===== config.mk =====
export PLATFORM = sky130hd
export DESIGN_NAME = sbls_ctl
export DESIGN_NICKNAME = d
export VERILOG_FILES = /design/src/hw/rtl/sbls_pkg.sv /design/src/hw/rtl/sbls_ctl.sv
export SDC_FILE = /design/constraint.sdc
export NUM_CORES = 1
export LEC_CHECK = 0
export BUFFER_PORTS_ARGS = -buffer_cell sky130_fd_sc_hd__buf_2
export CELL_PAD_IN_SITES_DETAIL_PLACEMENT = 0
export CELL_PAD_IN_SITES_GLOBAL_PLACEMENT = 2
export CORE_AREA = 2 2 39 41
export CTS_BUF_LIST = sky130_fd_sc_hd__clkbuf_4 sky130_fd_sc_hd__clkbuf_8
export CTS_CLUSTER_SIZE = 25
export DETAILED_ROUTE_END_ITERATION = 16
export DIE_AREA = 0 0 41 43
export PLACE_DENSITY_LB_ADDON = 0.1
export SYNTH_ARGS = -nofsm -noshare
export SYNTH_HDL_FRONTEND = slang
export SYNTH_SLANG_ARGS = --single-unit

===== constraint.sdc =====
create_clock -name clk -period 2.48 [get_ports clk]
set_input_delay 0.248 -clock clk [delete_from_list [all_inputs] [get_ports clk]]
set_output_delay 0.248 -clock clk [all_outputs]
set_load 0.005 [all_outputs]

===== src/hw/rtl/sbls_pkg.sv =====
package sbls_pkg;

	// Defaults for the top-level parameters.
	localparam int MAX_COLLIDERS_DEF = 64;
	localparam int COORD_BITS_DEF    = 20;

	// Fixed field and register widths.
	localparam int COUNT_W    = 7;
	localparam int THICK_W    = 10;
	localparam int INDEX_W    = 6;
	localparam int REG_IDX_W  = 1;
	localparam int CFG_DATA_W = 10;

	localparam logic [COUNT_W-1:0] COUNT_RESET = 7'd0;
	localparam logic [THICK_W-1:0] THICK_RESET = 10'd26;

	// Operation codes of a request.
	localparam logic OP_WRITE = 1'b0;
	localparam logic OP_QUERY = 1'b1;

	// Configuration register indexes.
	localparam logic [REG_IDX_W-1:0] REG_COLLIDER_COUNT = 1'b0;
	localparam logic [REG_IDX_W-1:0] REG_MIN_THICKNESS  = 1'b1;

	// Commands from the controller to the datapath.
	typedef struct packed {
		logic load;
		logic wr_commit;
		logic q_init;
		logic q_issue;
		logic out_load;
	} cmd_t;

	// Status from the datapath to the controller.
	typedef struct packed {
		logic is_query;
		logic issue_done;
		logic pipe_busy;
		logic out_full;
	} sts_t;

endpackage


===== src/hw/rtl/sbls_ctl.sv =====
module sbls_ctl (
	input  logic           clk,
	input  logic           arst_n,
	input  logic           in_valid,
	output logic           in_ready,
	input  sbls_pkg::sts_t sts,
	output sbls_pkg::cmd_t cmd
);

	typedef enum logic [3:0] {
		S_IDLE = 4'b0001,
		S_DISP = 4'b0010,
		S_RUN  = 4'b0100,
		S_FIN  = 4'b1000
	} state_t;

	state_t state_q, state_d;

	always_comb begin
		state_d  = state_q;
		cmd      = '0;
		in_ready = 1'b0;
		case (state_q)
			S_IDLE: begin
				in_ready = 1'b1;
				if (in_valid) begin
					cmd.load = 1'b1;
					state_d  = S_DISP;
				end
			end
			S_DISP: begin
				if (sts.is_query) begin
					cmd.q_init = 1'b1;
					state_d    = S_RUN;
				end else begin
					cmd.wr_commit = 1'b1;
					state_d       = S_IDLE;
				end
			end
			S_RUN: begin
				cmd.q_issue = !sts.issue_done;
				if (sts.issue_done && !sts.pipe_busy) begin
					state_d = S_FIN;
				end
			end
			S_FIN: begin
				if (!sts.out_full) begin
					cmd.out_load = 1'b1;
					state_d      = S_IDLE;
				end
			end
			default: begin
				state_d = S_IDLE;
			end
		endcase
	end

	always_ff @(posedge clk or negedge arst_n) begin
		if (!arst_n) begin
			state_q <= S_IDLE;
		end else begin
			state_q <= state_d;
		end
	end

`ifndef SYNTH
	// A table write follows directly on the request that carried it.
	a_wr_after_load: assert property (@(posedge clk) disable iff (!arst_n)
		cmd.wr_commit |-> $past(cmd.load))
		else $error("table write without a preceding request");
`endif

endmodule


==> metrics, run 1 <==
Comb power frac=0.396; Cell Rows=14; Top Registers=state_q: 4 flops; number of fill cells=154; post-synthesis instance area=284 sq um; Peak supply drop=0.272 mV; Seq/Total Area, Yosys=0.357; Routed WL per cell=11.0 um; GPL Wtd Cong=0.685; Register Area=101 sq um; clk slew on worst S/H paths=0.04 ns; synth cell count leaders=and2_1 (3), dfrtp_1 (3), nor2_1 (3); Clock Root Buffer=clkbuf_4; Setup CP Type=flop to output port; IO Port Bufs=12; Synth async-reset ratio=1.00; total gr overflow=0; FF+latch count, synth=4; Biggest register=state_q; worst skew pair latency=0.24 ns; switching share of power=0.364; Setup WS pre-CTS=0.928 ns; DR vias/cell=4.48; HPWL Detailed=513 um; top_reg_cell synth=dfrtp_1; Slew headroom=0.783; Longest Clk Path Bufs=2; worst hold path class=primary input to flop; Die Span X=41 um; Power Total=417 uW; Syn Inst Count=32; clk_skew=0.00120 ns; P per Cell Area=1050 nW/um^2; ANT cells=0; Arrival @ worst endpoint=1.55 ns; status=finished, final reports clean; clock sink count=4; via count=287; number of global-route vias before repair=295; Detailed Route WL=704 um; CP max FO=9; Fmax=0.557 GHz; final setup margin=0.686 ns; final worst-path cycle share=0.723; DR iter-0 viols=5; layout cell share with drive strength beyond 1=0.375; Int Power=265 uW; Leakage Power=0.202 nW; Worst Path Required=2.23 ns; Yosys cell types=19; die area=1760 sq um; CTS tree=yes; drt pass-1 iters=4; final core utilization=0.287; Die Y=43 um; Final Hold Fails=0; Avg Cell Area, Syn=8.88 sq um; Initial Util=0.205; Post-synth EDFFs=0; # IOs=13; Yosys top cell area share=0.264; crit path time final=1.79 ns; number of flip-flops under the largest register name=4; Clk pwr share=0.251; cts bufs inserted=3; total routing usage reported by global routing=0.111; RSZ-0062 raised after global routing=false; sequential share of power=0.353; synth warn=0; Synth area leaders=dfrtp_1 (26%), dfstp_2 (9.3%), and2_1 (6.6%); Layout Nets=56; Worst setup EP type=output port; H-tree depth=1; core box area=1380 sq um; Tightest Pin Transition=0.321 ns; Post-Syn Nets=39; endpoints failing setup=0; Final ANT Viol Nets=0; initial antenna violation count=0; Slew Limit Fails=0; Yosys top cell by area=dfrtp_1; setup bufs post-CTS=0; max capacitance violation total=0; NetSw=152 uW; Startpoint Class=flop; largest net degree at the start of global routing=10; DRC=0; first-pass GRT wire length=1250 um; setup TNS=0 ns; area of the multi-input gates=171 sq um; synthesis-to-finish area growth=39.6%
==> worst paths after layout <==
path	start	endpoint	slack, ns	depth (start not counted)
max	state_q[0]$_DFFE_PN1P_	cmd[4]	0.69	4
min	in_valid	state_q[1]$_DFFE_PN0P_	0.26	2
max reg2reg	state_q[3]$_DFFE_PN0P_	state_q[0]$_DFFE_PN1P_	0.96	4
min reg2reg	state_q[0]$_DFFE_PN1P_	state_q[0]$_DFFE_PN1P_	0.57	2
max in group asynchronous	arst_n	state_q[0]$_DFFE_PN1P_	1.94	2
min in group asynchronous	arst_n	state_q[2]$_DFFE_PN0P_	0.34	2
==> worst max-delay path: stages (launching register included) <==
cell     delay [ns]
dfstp_2        0.58
nor2b_1        0.18
nor3b_1        0.27
and2_1         0.16
buf_2          0.10
==> metal layers <==
| layer | wire [um] | track usage | up-vias |
|---|---|---|---|
| li1 | - | - | 146 |
| met1 | 309 | 0.131 | 128 |
| met2 | 336 | 0.153 | 10 |
| met3 | 30 | 0.0314 | 3 |
| met4 | 27 | 0.100 | 0 |
| met5 | 0 | 0 | - |
==> power by group through the flow <==
| stage | clock network [mW] | registers, mW | logic, mW |
|---|---|---|---|
| 5_1_grt | 0.111 | 0.155 | 0.193 |
| 3_3_place_gp | 0 | 0.150 | 0.169 |
| 2_1_floorplan | 0 | 0.129 | 0.122 |
| 3_5_place_dp | 0 | 0.148 | 0.165 |
| 6_report | 0.105 | 0.147 | 0.165 |
| 4_1_cts | 0.107 | 0.147 | 0.167 |
==> area by class of cell <==
cell class | count | area share
inverters | 1 | 0.00946
flip-flops and latches | 4 | 0.256
clock buffers | 4 | 0.0757
repair buffers | 13 | 0.177
multi-input cells | 26 | 0.432
well taps | 16 | 0.0505
==> metrics by stage <==
stage | hold WS (ns) | instances | cell area [sq um]
2_1_floorplan | -0.0476 | 32 | 284
3_3_place_gp | 0.0510 | 59 | 357
3_5_place_dp | 0.0537 | 59 | 357
4_1_cts | 0.260 | 64 | 397
5_1_grt | 0.271 | 64 | 397
6_report | 0.263 | 64 | 397
==> placed cells by master, fill, tap and decap left out, drive strengths merged <==
| cell type | netlist | final |
|---|---|---|
| a21o | 1 | 1 |
| a21oi | 2 | 2 |
| a41oi | 1 | 1 |
| and2 | 3 | 3 |
| and3b | 2 | 2 |
| buf | 1 | 12 |
| clkbuf | 0 | 4 |
| dfrtp | 3 | 3 |
| dfstp | 1 | 1 |
| dlygate4sd3 | 0 | 1 |
| inv | 1 | 1 |
| nand2 | 1 | 1 |
| nand3b | 1 | 1 |
| nor2 | 3 | 3 |
| nor2b | 2 | 2 |
| nor3b | 2 | 2 |
| nor4b | 2 | 2 |
| o21ai | 2 | 2 |
| or2 | 1 | 1 |
| or2b | 2 | 2 |
| or4b | 1 | 1 |
==> logic make-up (layout without fill, tap and decap cells) <==
group / Yosys count / count (layout) / synth area share
AO/OA/AOI/OAI: 6 / 6 / 0.128
buffers and inverters: 2 / 18 / 0.0396
flip-flops: 4 / 4 / 0.357
AND/OR/NAND/NOR: 20 / 20 / 0.476
==> timing repair <==
| item | in CTS | in global routing |
|---|---|---|
| resized for setup | 0 | 0 |
| hold endpoints to repair | 4 | 0 |
| hold buffers | 1 | 0 |
| setup endpoints to repair | 0 | 0 |
No activity file was read; power rests on OpenSTA's default activity.
==> inputs of run 2 (changes only) <==
--- a/config.mk
+++ b/config.mk
@@ -5,14 +5,15 @@
 export SDC_FILE = /design/constraint.sdc
 export NUM_CORES = 1
 export LEC_CHECK = 0
+export ABC_AREA = 1
 export BUFFER_PORTS_ARGS = -buffer_cell sky130_fd_sc_hd__buf_2
 export CELL_PAD_IN_SITES_DETAIL_PLACEMENT = 0
 export CELL_PAD_IN_SITES_GLOBAL_PLACEMENT = 2
-export CORE_AREA = 2 2 39 41
+export CORE_AREA = 2 2 40 42
 export CTS_BUF_LIST = sky130_fd_sc_hd__clkbuf_4 sky130_fd_sc_hd__clkbuf_8
 export CTS_CLUSTER_SIZE = 25
 export DETAILED_ROUTE_END_ITERATION = 16
-export DIE_AREA = 0 0 41 43
+export DIE_AREA = 0 0 42 44
 export PLACE_DENSITY_LB_ADDON = 0.1
 export SYNTH_ARGS = -nofsm -noshare
 export SYNTH_HDL_FRONTEND = slang
==> constraint.sdc (replaced) <==
create_clock -name clk -period 1.75 [get_ports clk]
set_input_delay 0.175 -clock clk [delete_from_list [all_inputs] [get_ports clk]]
set_output_delay 0.175 -clock clk [all_outputs]
set_load 0.005 [all_outputs]
==> run 2 against run 1 <==
Sequential cell count unchanged; core utilization down 0.62 points; clock power up 32%; critical path type unchanged; critical endpoint unchanged; largest power group unchanged; highest routed layer is now met3.
==> metrics, run 2 <==
status=finished, final reports clean; Peak supply drop=0.488 mV; Die Y=44 um; Setup CP Type=flop to output port; DRC=0; IO Port Bufs=12; Synth area leaders=dfrtp_1 (26%), nor2_2 (13%), inv_1 (12%); hold path startpoint=in_valid; max capacitance violation total=0; Synth async-reset ratio=1.00; most frequent cells in the layout=buf_2 (12), inv_1 (9), nand2_1 (8), nor2_1 (8), nor2_2 (6); count leader, synth=inv_1; final worst-path cycle share=0.803; GR Util met3=0.0542; cts bufs inserted=3; met1 usage=0.0827; Yosys top cell area share=0.263; drt pass-1 iters=3; Initial Util=0.201; worst reg2reg path startpoint=state_q[0]$_DFFE_PN1P_; crit path time final=1.40 ns; clk slew on worst S/H paths=0.03 ns; Post-Syn Nets=51; Leakage Power=0.245 nW; Clock Root Buffer=clkbuf_4; reg2reg path depth=7; P per Cell Area=1360 nW/um^2; CP max FO=4; Avg Cell Area, Syn=6.48 sq um; Biggest register=state_q; met2 Usage GRT=0.153; Critical Path Source=state_q[0]$_DFFE_PN1P_; clock sink count=4; Top Registers=state_q: 4 flops; largest net degree at the start of global routing=5; Worst path max stage delay=0.55 ns; number of global-route vias before repair=304; synthesis-to-finish area growth=39.5%; FF-to-FF setup slack=0.64 ns; Cell Rows=14; # IOs=13; Routed WL per cell=8.58 um; first-pass GRT wire length=1150 um; Setup WS pre-CTS=0.583 ns; DR iter-0 viols=2; synth warn=0; Die Span X=42 um; Longest Clk Path Bufs=2; Yosys cell types=13; worst hold path class=primary input to flop; total gr overflow=0; synth cell count leaders=inv_1 (9), nand2_1 (8), nor2_1 (8); Power Total=541 uW; commonest non-fill, non-tap cell in the layout=buf_2; via count=295; FF+latch count, synth=4; ANT cells=0; hold_buf cts=1; Arrival @ worst endpoint=1.23 ns; CP cell instances=inv_2, nor2_2, nand2_1, nor2_1, buf_2; Detailed Route WL=652 um; setup TNS=0 ns; setup bufs post-CTS=0; number of flip-flops under the largest register name=4; GPL Wtd Cong=0.723; Fmax=0.712 GHz; die area=1850 sq um; Layout Nets=68; worst skew pair latency=0.24 ns; final core utilization=0.280; post-synthesis instance area=285 sq um; Hold Path Stages=3; Startpoint Class=flop; final setup margin=0.345 ns; top_reg_cell synth=dfrtp_1; fin cells=76; Yosys top cell by area=dfrtp_1; Slew Limit Fails=0; clk_skew=0.00954 ns; placed insts=71; CTS tree=yes; endpoints failing setup=0; H-tree depth=1; grt peak-use layer=met2; Tightest Pin Transition=0.184 ns; Syn Inst Count=44; HPWL Detailed=560 um; Final ANT Viol Nets=0; initial antenna violation count=0; Worst Path Required=1.57 ns; DR vias/cell=3.88; Slew headroom=0.877; Final Hold Fails=0; layout cell share with drive strength beyond 1=0.433; Worst setup EP type=output port; RSZ-0062 raised after global routing=false; slowest library cell on the worst path=dfstp_2; Post-synth EDFFs=0; core box area=1420 sq um; post-CTS sizing=0; total routing usage reported by global routing=0.0879; Seq/Total Area, Yosys=0.355
-- run 2: changes by cell type after synthesis, moves of 3 or more --
| cell | delta |
|---|---|
| and2_1 | -3 |
| nand3_1 | +3 |
| nor2_1 | +5 |
| nor2_2 | +6 |
| nand2_1 | +7 |
| inv_1 | +8 |
-- run 2: final timing paths --
| check | end |
|---|---|
| worst max-delay path | cmd[4] |
| worst min-delay path | state_q[1]$_DFFE_PN0P_ |
| worst max register to register | state_q[0]$_DFFE_PN1P_ |
| worst min register to register | state_q[0]$_DFFE_PN1P_ |
| max in group asynchronous | state_q[0]$_DFFE_PN1P_ |
| min in group asynchronous | state_q[3]$_DFFE_PN0P_ |
-- run 2: through the flow --
stage                     area (sq um)  hold WS (ns)
final                              398         0.215
after global routing               398         0.211
after CTS                          398         0.212
after detailed placement           358       -0.0179
after global placement             358       -0.0196
after floorplan                    285        -0.121
-- run 2: per-layer routing --
| layer | part of all wire | up-vias |
|---|---|---|
| met4 | 0 | 0 |
| li1 | - | 159 |
| met5 | 0 | - |
| met3 | 0.040 | 0 |
| met1 | 0.41 | 129 |
| met2 | 0.55 | 7 |
-- run 2: kinds of logic after synthesis --
group / after synthesis / share of synthesized area
AOI/OAI and AO/OA: 2 / 0.0351
buffers and inverters: 11 / 0.158
and+or+nand+nor: 27 / 0.452
DFF: 4 / 0.355
-- run 2: area by class of cell --
type	instances	area [sq um]
clock buffers	4	30.0
fillers	170	1020
inverters	10	37.5
multi-input cells	29	139
flip-flops and latches	4	101
well taps	16	20.0
repair buffers	13	70.1
-- run 2: worst max-delay path: cells and delay by family, from the launching register on --
| family | cells | cell delay, ns |
|---|---|---|
| DFF | 1 | 0.55 |
| buffers and inverters | 2 | 0.15 |
| and+or+nand+nor | 3 | 0.29 |
-- run 2: power breakdown --
group | internal, mW | leakage, nW | switching (mW) | total [mW]
Sequential | 0.132 | 0.0513 | 0.0317 | 0.164
Clock | 0.101 | 0.0184 | 0.0376 | 0.139
Combinational | 0.0931 | 0.176 | 0.146 | 0.239
Total | 0.326 | 0.245 | 0.215 | 0.541
